## src/sv/crc_pkg.sv

```systemverilog
// Shared types and constants for the channel range calibrator.
`default_nettype none

package crc_pkg;

   // Default sizing of the core
   localparam int MAX_CHANNELS_DEF = 32;
   localparam int VALUE_BITS_DEF   = 16;
   localparam int SOURCE_COUNT_DEF = 32;

   // Field widths
   localparam int ChanBits   = 5;
   localparam int CountBits  = 6;
   localparam int DataBits   = 32;
   localparam int ShiftBits  = 5;
   localparam int CsrIdxBits = 1;

   // Request opcodes
   localparam logic OP_SAMPLE = 1'b0;
   localparam logic OP_FINISH = 1'b1;

   // Response kinds
   localparam logic KIND_ECHO = 1'b0;
   localparam logic KIND_CAL  = 1'b1;

   // Register indexes
   localparam logic [CsrIdxBits-1:0] REG_CHANNEL_COUNT = 1'b0;
   localparam logic [CsrIdxBits-1:0] REG_SOURCE_MASK   = 1'b1;

   // Register reset values
   localparam logic [CountBits-1:0] CHANNEL_COUNT_RST = 6'd32;
   localparam logic [DataBits-1:0]  SOURCE_MASK_RST   = 32'hFFFF_FFFF;

   // Store reset values
   localparam logic [DataBits-1:0] LOW_RST  = 32'hFFFF_FFFF;
   localparam logic [DataBits-1:0] HIGH_RST = 32'h0000_0000;

   // Largest shift the search may reach
   localparam logic [ShiftBits-1:0] SHIFT_MAX = 5'd31;

   // Sequencer states
   typedef enum logic [3:0] {
      ST_IDLE,
      ST_SREAD,
      ST_SUPDATE,
      ST_ECHO,
      ST_COUNT,
      ST_LOAD,
      ST_DIFF,
      ST_SHIFT,
      ST_EMIT,
      ST_CLEAR
   } state_type;

endpackage

`default_nettype wire

```

## src/sv/channel_range_calibrator_core.sv

```systemverilog
// Channel range calibrator: per-channel min/max tracking and calibration walk.
// Sample request: read, update, then response loaded in ECHO once output is free; next request
//   taken on return to idle. Finish request: mask bit counting over SOURCE_COUNT bits, then per
//   emitted channel LOAD, DIFF, up to 31 shift steps in the shared shift/compare unit, EMIT.
// One request in flight; ready the cycle after an echo load, or after the last cal via CLEAR.
// Synchronous active-high reset: registers to reset values, range store emptied (valid bits).
`default_nettype none

module channel_range_calibrator_core #(
   parameter int MAX_CHANNELS = crc_pkg::MAX_CHANNELS_DEF,
   parameter int VALUE_BITS   = crc_pkg::VALUE_BITS_DEF,
   parameter int SOURCE_COUNT = crc_pkg::SOURCE_COUNT_DEF
) (
   input  wire logic                                 clock,
   input  wire logic                                 reset,
   // request channel
   input  wire logic                                 req_valid,
   output logic                                      req_ready,
   input  wire logic                                 req_opcode,
   input  wire logic [crc_pkg::ChanBits-1:0]         req_channel,
   input  wire logic [crc_pkg::DataBits-1:0]         req_sample,
   // response channel
   output logic                                      rsp_valid,
   input  wire logic                                 rsp_ready,
   output logic                                      rsp_kind,
   output logic [crc_pkg::ChanBits-1:0]              rsp_out_channel,
   output logic [crc_pkg::DataBits-1:0]              rsp_echo,
   output logic [crc_pkg::ShiftBits-1:0]             rsp_shift,
   output logic [crc_pkg::DataBits-1:0]              rsp_offset,
   output logic                                      rsp_last,
   // register write channel
   input  wire logic                                 csr_valid,
   output logic                                      csr_ready,
   input  wire logic [crc_pkg::CsrIdxBits-1:0]       csr_index,
   input  wire logic [crc_pkg::DataBits-1:0]         csr_wdata
);

   localparam int IdxW = (MAX_CHANNELS > 1) ? $clog2(MAX_CHANNELS) : 1;
   localparam logic [crc_pkg::DataBits-1:0] Full =
      crc_pkg::DataBits'((64'd1 << VALUE_BITS) - 64'd1);
   localparam logic [crc_pkg::DataBits-1:0] Margin = Full / 4;
   localparam logic [crc_pkg::DataBits-1:0] Target = Full - 2 * Margin;
   localparam logic [crc_pkg::CountBits-1:0] MaxCnt = crc_pkg::CountBits'(MAX_CHANNELS);
   localparam logic [crc_pkg::CountBits-1:0] LastPos = crc_pkg::CountBits'(SOURCE_COUNT - 1);

   // Configuration registers
   logic [crc_pkg::CountBits-1:0] chan_count_ff;
   logic [crc_pkg::DataBits-1:0]  src_mask_ff;

   // Range store with per-channel valid bits
   logic [crc_pkg::DataBits-1:0] low_mem  [MAX_CHANNELS];
   logic [crc_pkg::DataBits-1:0] high_mem [MAX_CHANNELS];
   logic [MAX_CHANNELS-1:0]      vld_ff;

   // Sequencer and datapath
   crc_pkg::state_type state_ff, state_in;
   logic [crc_pkg::ChanBits-1:0]  ch_ff;
   logic [crc_pkg::DataBits-1:0]  smp_ff;
   logic [crc_pkg::CountBits-1:0] pos_ff;
   logic [crc_pkg::CountBits-1:0] pop_ff;
   logic [crc_pkg::CountBits-1:0] walk_ff;
   logic [crc_pkg::DataBits-1:0]  lo_ff, hi_ff;
   logic [crc_pkg::DataBits-1:0]  rng_ff;
   logic [crc_pkg::DataBits-1:0]  off_ff;
   logic [crc_pkg::ShiftBits-1:0] sh_ff;

   // Output register
   logic                          rsp_valid_ff;
   logic                          rsp_kind_ff;
   logic [crc_pkg::ChanBits-1:0]  rsp_chan_ff;
   logic [crc_pkg::DataBits-1:0]  rsp_echo_ff;
   logic [crc_pkg::ShiftBits-1:0] rsp_shift_ff;
   logic [crc_pkg::DataBits-1:0]  rsp_off_ff;
   logic                          rsp_last_ff;

   logic [crc_pkg::CountBits-1:0] cnt_eff;
   logic [crc_pkg::CountBits-1:0] limit;
   logic [IdxW-1:0]               rd_idx;
   logic [IdxW-1:0]               ch_idx;
   logic                          out_free;
   logic                          req_take;
   logic                          in_use;
   logic                          shift_more;
   logic                          load_echo;
   logic                          load_cal;

   assign cnt_eff    = (chan_count_ff > MaxCnt) ? MaxCnt : chan_count_ff;
   assign limit      = (pop_ff < cnt_eff) ? pop_ff : cnt_eff;
   assign ch_idx     = ch_ff[IdxW-1:0];
   assign rd_idx     = (state_ff == crc_pkg::ST_LOAD) ? walk_ff[IdxW-1:0] : ch_idx;
   assign out_free   = !rsp_valid_ff || rsp_ready;
   assign req_take   = req_valid && req_ready;
   assign in_use     = {1'b0, ch_ff} < cnt_eff;
   assign shift_more = (sh_ff != crc_pkg::SHIFT_MAX) && (rng_ff > Target);
   assign csr_ready  = 1'b1;

   // Register writes
   always_ff @(posedge clock) begin
      if (reset) begin
         chan_count_ff <= crc_pkg::CHANNEL_COUNT_RST;
         src_mask_ff   <= crc_pkg::SOURCE_MASK_RST;
      end else if (csr_valid && csr_ready) begin
         case (csr_index)
            crc_pkg::REG_CHANNEL_COUNT: chan_count_ff <= csr_wdata[crc_pkg::CountBits-1:0];
            crc_pkg::REG_SOURCE_MASK:   src_mask_ff   <= csr_wdata;
            default: ;
         endcase
      end
   end

   // State register
   always_ff @(posedge clock) begin
      if (reset) begin
         state_ff <= crc_pkg::ST_IDLE;
      end else begin
         state_ff <= state_in;
      end
   end

   // Next state and handshake
   always_comb begin
      state_in  = state_ff;
      req_ready = 1'b0;
      load_echo = 1'b0;
      load_cal  = 1'b0;
      case (state_ff)
         crc_pkg::ST_IDLE: begin
            req_ready = 1'b1;
            if (req_valid) begin
               state_in = (req_opcode == crc_pkg::OP_FINISH) ? crc_pkg::ST_COUNT
                                                             : crc_pkg::ST_SREAD;
            end
         end
         crc_pkg::ST_SREAD:   state_in = crc_pkg::ST_SUPDATE;
         crc_pkg::ST_SUPDATE: state_in = crc_pkg::ST_ECHO;
         crc_pkg::ST_ECHO: begin
            if (out_free) begin
               load_echo = 1'b1;
               state_in  = crc_pkg::ST_IDLE;
            end
         end
         crc_pkg::ST_COUNT: begin
            if (pos_ff == LastPos) state_in = crc_pkg::ST_LOAD;
         end
         crc_pkg::ST_LOAD: begin
            state_in = (walk_ff < limit) ? crc_pkg::ST_DIFF : crc_pkg::ST_CLEAR;
         end
         crc_pkg::ST_DIFF: state_in = crc_pkg::ST_SHIFT;
         crc_pkg::ST_SHIFT: begin
            if (!shift_more) state_in = crc_pkg::ST_EMIT;
         end
         crc_pkg::ST_EMIT: begin
            if (out_free) begin
               load_cal = 1'b1;
               state_in = crc_pkg::ST_LOAD;
            end
         end
         crc_pkg::ST_CLEAR: state_in = crc_pkg::ST_IDLE;
         default: state_in = crc_pkg::ST_IDLE;
      endcase
   end

   // Request capture, store read, mask bit counting and the shared subtract/shift unit
   always_ff @(posedge clock) begin
      if (req_take) begin
         ch_ff  <= req_channel;
         smp_ff <= req_sample;
         pos_ff <= '0;
         pop_ff <= '0;
         walk_ff <= '0;
      end
      case (state_ff)
         crc_pkg::ST_SREAD, crc_pkg::ST_LOAD: begin
            lo_ff <= vld_ff[rd_idx] ? low_mem[rd_idx]  : crc_pkg::LOW_RST;
            hi_ff <= vld_ff[rd_idx] ? high_mem[rd_idx] : crc_pkg::HIGH_RST;
         end
         crc_pkg::ST_COUNT: begin
            pop_ff <= pop_ff + crc_pkg::CountBits'(src_mask_ff[pos_ff[4:0]]);
            pos_ff <= pos_ff + 1'b1;
         end
         crc_pkg::ST_DIFF: begin
            rng_ff <= hi_ff - lo_ff;
            off_ff <= (lo_ff > Margin) ? (lo_ff - Margin) : '0;
            sh_ff  <= '0;
         end
         crc_pkg::ST_SHIFT: begin
            if (shift_more) begin
               rng_ff <= rng_ff >> 1;
               sh_ff  <= sh_ff + 1'b1;
            end
         end
         crc_pkg::ST_EMIT: begin
            if (out_free) walk_ff <= walk_ff + 1'b1;
         end
         default: ;
      endcase
   end

   // Range store update on an in-use sample
   always_ff @(posedge clock) begin
      if (state_ff == crc_pkg::ST_SUPDATE && in_use) begin
         low_mem[ch_idx]  <= (smp_ff < lo_ff) ? smp_ff : lo_ff;
         high_mem[ch_idx] <= (smp_ff > hi_ff) ? smp_ff : hi_ff;
      end
   end

   // Valid bits: set on write, dropped at reset and after a finish
   always_ff @(posedge clock) begin
      if (reset || state_ff == crc_pkg::ST_CLEAR) begin
         vld_ff <= '0;
      end else if (state_ff == crc_pkg::ST_SUPDATE && in_use) begin
         vld_ff[ch_idx] <= 1'b1;
      end
   end

   // Output register
   always_ff @(posedge clock) begin
      if (reset) begin
         rsp_valid_ff <= 1'b0;
      end else if (load_echo || load_cal) begin
         rsp_valid_ff <= 1'b1;
      end else if (rsp_ready) begin
         rsp_valid_ff <= 1'b0;
      end
   end

   always_ff @(posedge clock) begin
      if (load_echo) begin
         rsp_kind_ff  <= crc_pkg::KIND_ECHO;
         rsp_chan_ff  <= ch_ff;
         rsp_echo_ff  <= smp_ff;
         rsp_shift_ff <= '0;
         rsp_off_ff   <= '0;
         rsp_last_ff  <= 1'b1;
      end else if (load_cal) begin
         rsp_kind_ff  <= crc_pkg::KIND_CAL;
         rsp_chan_ff  <= walk_ff[crc_pkg::ChanBits-1:0];
         rsp_echo_ff  <= '0;
         rsp_shift_ff <= sh_ff;
         rsp_off_ff   <= off_ff;
         rsp_last_ff  <= (walk_ff + 1'b1) == limit;
      end
   end

   assign rsp_valid       = rsp_valid_ff;
   assign rsp_kind        = rsp_kind_ff;
   assign rsp_out_channel = rsp_chan_ff;
   assign rsp_echo        = rsp_echo_ff;
   assign rsp_shift       = rsp_shift_ff;
   assign rsp_offset      = rsp_off_ff;
   assign rsp_last        = rsp_last_ff;

endmodule

`default_nettype wire
```

## config.mk

```make
export PLATFORM = sky130hd
export DESIGN_NAME = channel_range_calibrator_core
export DESIGN_NICKNAME = d
export VERILOG_FILES = /design/src/sv/crc_pkg.sv /design/src/sv/channel_range_calibrator_core.sv
export SDC_FILE = /design/constraint.sdc
export NUM_CORES = 2
export LEC_CHECK = 0
export BUFFER_PORTS_ARGS = -buffer_cell sky130_fd_sc_hd__buf_2
export CORE_MARGIN = 5
export CORE_UTILIZATION = 33
export CTS_CLUSTER_DIAMETER = 120
export DETAILED_ROUTE_END_ITERATION = 10
export RECOVER_POWER = 100
export SYNTH_ARGS = -nofsm -noshare
export SYNTH_HDL_FRONTEND = slang
export SYNTH_SLANG_ARGS = --single-unit
```

## constraint.sdc

```tcl
create_clock -name clock -period 6.9 [get_ports clock]
set_input_delay 0.345 -clock clock [delete_from_list [all_inputs] [get_ports clock]]
set_output_delay 0.345 -clock clock [all_outputs]
set_load 0.005 [all_outputs]
```

[Word-level counts from Yosys, hierarchy flattened]
Memory sizes are Yosys's and may differ from the RTL's. A register that Yosys moved wholly into a read port is not among the register bits.
Index checks and enable logic that the tools add are counted.
Word-level totals
  register bits: 275
  bits in writable memories: 2048
  output and inout port bits: 79
  logic and storage cells: 120
  memories kept: 2
Operators by class
  add/subtract/negate cells: 6
  magnitude comparators: 12
  eq/ne operators: 18
  multiplexer cells: 41
  bitwise operators: 2
  reduce and logical (&&, ||, !) cells: 20
Memory list
  high_mem: words 32, bits a word 32, read ports 1, clocked after memory_dff 1, wr ports 1, RTL line channel_range_calibrator_core.sv:52  | logic [crc_pkg::DataBits-1:0] high_mem [MAX_CHANNELS];
  low_mem: words 32, bits a word 32, read ports 1, clocked after memory_dff 1, wr ports 1, RTL line channel_range_calibrator_core.sv:51  | logic [crc_pkg::DataBits-1:0] low_mem [MAX_CHANNELS];
Operators with widths (count)
  32-bit 2-to-1 mux: 5
  32-bit case mux with 2 select lines: 1
  6-bit 2-to-1 mux: 8
  4-bit case mux with 9 select lines: 1
  32-bit by 14-bit > comparator with 1-bit output, second input constant: 1
  32-bit by 16-bit > comparator with 1-bit output, second input constant: 1
  32-bit > comparator: 1
  32-bit less-than comparator: 1
  32-bit bitwise OR: 1
  32-bit by 14-bit subtractor with 32-bit output, second input constant: 1
  32-bit subtractor: 1
  4-bit 2-to-1 mux: 6
  5-bit 2-to-1 mux: 4
  5-bit by 6-bit less-than comparator with 1-bit output, second input constant: 3
  4-bit by 3-bit == test with 1-bit output, second input constant: 4
  6-bit by 1-bit adder with 6-bit output, second input constant: 2
  6-bit less-than comparator: 2
  2-bit != test, second input constant: 6
  1-bit 2-to-1 mux: 11
  1-bit binary-select mux with 5-bit select: 2
  5-bit case mux with 2 select lines: 1
  4-bit by 2-bit == test with 1-bit output, second input constant: 2
  4-bit == test, second input constant: 2
  2-bit nonzero test: 4
  other kinds (19): 28

[Depth between registers and ports, before layout]
  depth in word-level cells: 7
  gate-level depth with buffers: 18
  depth with buffers taken out: 18

[Worst setup path before layout]
No wires, ideal clock.
  kind: reg2reg
  start point: register ch_ff[0] in the netlist's numbering
  end point: memory high_mem[15][0] in the netlist's numbering, enable pin
  library setup time: 0.487 ns
  data arrival time: 4.818 ns
  required time: 6.413 ns
  setup slack: 1.595 ns
  stages on the path, launching flop included: 10
  path through: edfxtp_1 clkbuf_1 or3b_2 a21o_1 a21o_1 a21o_1 a21oi_1 o211a_1 nand3_1 nor2_1
On the way
  cells in the longest elaborated chain, start to end: 4
Ends and longest elaborated chain
  from (decl): RTL line channel_range_calibrator_core.sv:57  | logic [crc_pkg::ChanBits-1:0] ch_ff;
  from (signal assigned): RTL line channel_range_calibrator_core.sv:166  | ch_ff <= req_channel;
  5-bit by 6-bit less-than comparator with 1-bit output: RTL line channel_range_calibrator_core.sv:93  | assign in_use = {1'b0, ch_ff} < cnt_eff;
  1-bit logical AND: RTL line channel_range_calibrator_core.sv:201  | if (state_ff == crc_pkg::ST_SUPDATE && in_use) begin
  1-bit 2-to-1 mux: RTL line channel_range_calibrator_core.sv:201
  1-bit 2-to-1 mux: RTL line channel_range_calibrator_core.sv:203  | high_mem[ch_idx] <= (smp_ff > hi_ff) ? smp_ff : hi_ff;
  to (decl): RTL line channel_range_calibrator_core.sv:52
Parallel ways exist; a longest one is shown, timed or not.

[Final worst setup path]
  start point: register ch_ff[0] in the netlist's numbering
  end point: memory high_mem[30][4] in the netlist's numbering, enable pin
Same word-level chain as after synthesis.

==> impl_summary.log <==
INFO  metric synth_enable_flop_cells = ~2,300
INFO  metric worst_setup_hold_path_clk_slew = 0.06 ns
INFO  metric place_congestion = around 0.87
INFO  metric initialDrtViolationCount = 7,103
INFO  metric netSwitchingPower = 13.61 mW
INFO  metric slew_margin_rel = -1.238
INFO  metric synth.yosys.warnings = 0
INFO  metric finalHoldViolations = 0
INFO  metric synthesis.area_per_instance = roughly 16 sq um
INFO  metric final-max-slew-violation-count = ~1,700
INFO  metric worst_clock_skew = between 0.08 and 0.09 ns
INFO  metric synthDominantCellAreaShare = 0.7050
INFO  metric post-synth-top-area-cell = sky130_fd_sc_hd__edfxtp_1
INFO  metric final_period_minus_worst_setup_slack = 5.754 ns
INFO  metric vdd_ir_drop_max = 0.3043 mV
INFO  metric rr_startpoint = ch_ff[0]
INFO  metric global_route.usage.total = 0.1808
INFO  metric synthCells = about 6,000
INFO  metric gr-total-overflow = 0
INFO  metric cts.sink_count = 2,386
INFO  metric synth.cells.most_frequent = 2,266 x sky130_fd_sc_hd__edfxtp_1, 873 x sky130_fd_sc_hd__nand2_1, 360 x sky130_fd_sc_hd__mux4_2
INFO  metric critPathCaptureType = flip-flop
INFO  metric drc_errors = 0
INFO  metric crit-reg2reg-capture = high_mem[30][4]
INFO  metric routed_wire_length_per_instance = 27.55 microns
INFO  metric rsz0062_at_grt = false
INFO  metric placeableCoreArea = 0.2911 sq mm
INFO  metric result_of_the_run = finished with violations
INFO  metric die_x = 550.8 microns
INFO  metric area.growth.synth_to_final = 13.92%
INFO  metric drt.antenna.violating_nets = 0
INFO  metric die_y = 550.8 microns
INFO  metric seq_power_share = 0.458
INFO  metric ys_seq_elements = 2,386
INFO  metric drt_pre_antenna_iters = 8
INFO  metric via_count_of_the_first_global_routing_pass = between 50,000 and 60,000
INFO  metric die-area = 0.3034 sq mm
INFO  metric worst_hold_path_type = in -> reg
INFO  metric cts_inserted_buffers = 225
INFO  metric power.leakage = 35.84 nW
INFO  metric timing.fmax = 0.1738 GHz
INFO  metric initial_antenna_violation_count = 19
INFO  metric setup_slack_of_the_worst_register_to_register_path = roughly 1.1 ns
INFO  metric post-cts-setup-buffer-count = 0
INFO  metric worst-path-max-fanout = 30
INFO  metric layout-drive-gt1-share = 0.1449
INFO  metric htree_levels = 4
INFO  metric switching_share = 0.3215
INFO  metric vias_per_cell = 5.495
INFO  metric hold_ws = between 0.07 and 0.08 ns
INFO  metric cts_max_path_buffers = 3
INFO  metric syn-num-nets = 6,045
INFO  metric timing.reg2reg.worst_path_depth = 9
INFO  metric yosysMostFrequentCell = sky130_fd_sc_hd__edfxtp_1
INFO  metric violations = max-capacitance violations, max-slew violations
INFO  metric min_to = state_ff[3]
INFO  metric finalSetupTns = 0 ns
INFO  metric cap_violations = 45
INFO  metric cts-hold-fix-buffers = 76
INFO  metric io_buffer_count = ~150
INFO  metric placement_rows = 198
INFO  metric hold_path_depth = 3
INFO  metric clk-insertion-delay-late = 0.92 ns
INFO  metric num-nets-final = ~6,300
INFO  metric dp.final_hpwl = 154,600 microns
INFO  metric period_share = 0.8339
INFO  metric setup_viol_count_final = 0
INFO  metric detailroute.via_count = around 56,000
INFO  metric io_pins = ~160
INFO  metric setup.worst_path.class = reg -> reg
INFO  metric power.share.clock = 0.287
INFO  metric netlist-cell-type-count = 77
INFO  metric worst_tran_pin_value = approximately 3.4 ns
INFO  metric critPathRequiredTime = roughly 7.4 ns
INFO  metric cellInternalPower = 28.73 mW
INFO  metric initial_utilization = 0.3315
INFO  metric synth-seq-area-share = 0.7299
INFO  metric largest_net_degree_at_the_start_of_global_routing = 118
INFO  metric synth_ff_type = sky130_fd_sc_hd__edfxtp_1
INFO  metric detail_route.wirelength = 281,400 microns
INFO  metric clock_tree.root_cell = sky130_fd_sc_hd__clkbuf_16
INFO  metric worst_hold_startpoint = reset
INFO  metric cts_tree = built
INFO  metric synthArstFlopShare = 0
INFO  metric power-per-cell-area = 385.1 mW/mm^2
INFO  metric grt_first_pass_wirelength = 401,700 microns
INFO  metric power.total = roughly 42 mW
INFO  metric startpoint_class = flip-flop
INFO  metric power.share.combinational = 0.256
INFO  metric postCtsResizedCells = 0
INFO  metric timing.critical_path.arrival = 6.21 ns
INFO  metric post_synth_instance_area = 0.09651 sq mm
INFO  metric netlist_top_cells_area = sky130_fd_sc_hd__edfxtp_1 71%, sky130_fd_sc_hd__mux4_2 8.4%, sky130_fd_sc_hd__nand2_1 3.4%
## per-layer routing
layer	routed length (microns)	part of all wire	GRT usage	up-vias
met1	112900	0.40	0.2492	29160
met4	8454	0.030	0.05483	6
met2	131600	0.47	0.2895	2998
met3	28330	0.10	0.03754	513
met5	42	0.00015	0	-
li1	-	-	-	23450
## stage by stage
stage                     area (sq um)  std cells  utilization  setup slack, ns
after floorplan                  96510       5852            -            1.595
after global placement          102600       9711       0.3524            2.187
after global routing            109900      10210       0.3777           0.9199
after detailed placement        102600       9711       0.3524            2.129
after CTS                       110500      10210       0.3796            2.123
final                           109900      10210       0.3777            1.146
## worst max-delay path, stage by stage (launching register included)
cell                       delay [ns]
sky130_fd_sc_hd__edfxtp_1        0.55
sky130_fd_sc_hd__or3b_2          0.51
sky130_fd_sc_hd__a21o_1          0.19
sky130_fd_sc_hd__a21o_1          0.17
sky130_fd_sc_hd__a21o_1          0.18
sky130_fd_sc_hd__a21oi_1         0.15
sky130_fd_sc_hd__o211a_1         0.31
sky130_fd_sc_hd__nand2_1         0.36
sky130_fd_sc_hd__nor2_1          1.65
sky130_fd_sc_hd__clkbuf_2        1.24
## power groups by stage
stage	clock network, mW	logic [mW]	registers (mW)
2_1_floorplan	0	6.99	19.1
3_3_place_gp	0	10.7	19.5
3_5_place_dp	0	10.9	19.6
4_1_cts	12.3	10.9	19.3
5_1_grt	12.9	11.7	19.4
6_report	12.1	10.8	19.4
## cell type report
class | instances | area [sq um]
Clock inverter | 130 | 1235
Multi-Input combinational cell | 3054 | 24530
Timing Repair Buffer | 361 | 2575
Clock buffer | 290 | 5937
Inverter | 86 | 322.8
Tap cell | 3900 | 4880
Antenna cell | 7 | 17.52
Fill cell | 26640 | 181100
Sequential cell | 2386 | 70450
## placed cells by master (no fill, tap or decap), types with 85 or more instances in the layout
cell,n
sky130_fd_sc_hd__edfxtp_1,2266
sky130_fd_sc_hd__nand2_1,873
sky130_fd_sc_hd__mux4_2,360
sky130_fd_sc_hd__clkbuf_16,227
sky130_fd_sc_hd__a21oi_1,197
sky130_fd_sc_hd__nand3_1,197
sky130_fd_sc_hd__clkbuf_1,161
sky130_fd_sc_hd__nor2_1,152
sky130_fd_sc_hd__mux2i_1,139
sky130_fd_sc_hd__o21ai_0,135
sky130_fd_sc_hd__dfxtp_1,120
sky130_fd_sc_hd__ha_1,116
sky130_fd_sc_hd__and3_1,101
sky130_fd_sc_hd__inv_1,85
## registers in the layout, indices dropped and copies added, names as in the netlist, 32 cells and up
signal / cells
off_ff: 32
low_mem: 1024
smp_ff: 32
rsp_echo: 32
rsp_offset: 32
high_mem: 1024
vld_ff: 32
hi_ff: 32
lo_ff: 32
src_mask_ff: 32
## cell families after synthesis
| group | count (synthesis) | synth area share |
|---|---|---|
| flops | 2386 | 0.7299 |
| simple gates | 1530 | 0.06972 |
| compound gates | 769 | 0.05310 |
| mux | 577 | 0.1077 |
| buf+inv | 412 | 0.01880 |
| fa+ha+maj | 117 | 0.01525 |
| xor+xnor | 60 | 0.005445 |
| other cells | 1 | 0.00003886 |
## how the worst max path moves through the flow
| stage | endpoint | start | slack (ns) |
|---|---|---|---|
| 5_1_grt | high_mem[30][4] | chan_count_ff[5] | 0.92 |
| 3_3_place_gp | hi_ff[22] | state_ff[2] | 2.19 |
| 4_1_cts | hi_ff[22] | state_ff[2] | 2.12 |
| 2_1_floorplan | high_mem[15][0] | ch_ff[0] | 1.60 |
| 6_report | high_mem[30][4] | ch_ff[0] | 1.15 |
| 3_5_place_dp | hi_ff[22] | state_ff[2] | 2.13 |
Note: power is estimated with default switching activity, not from simulation.
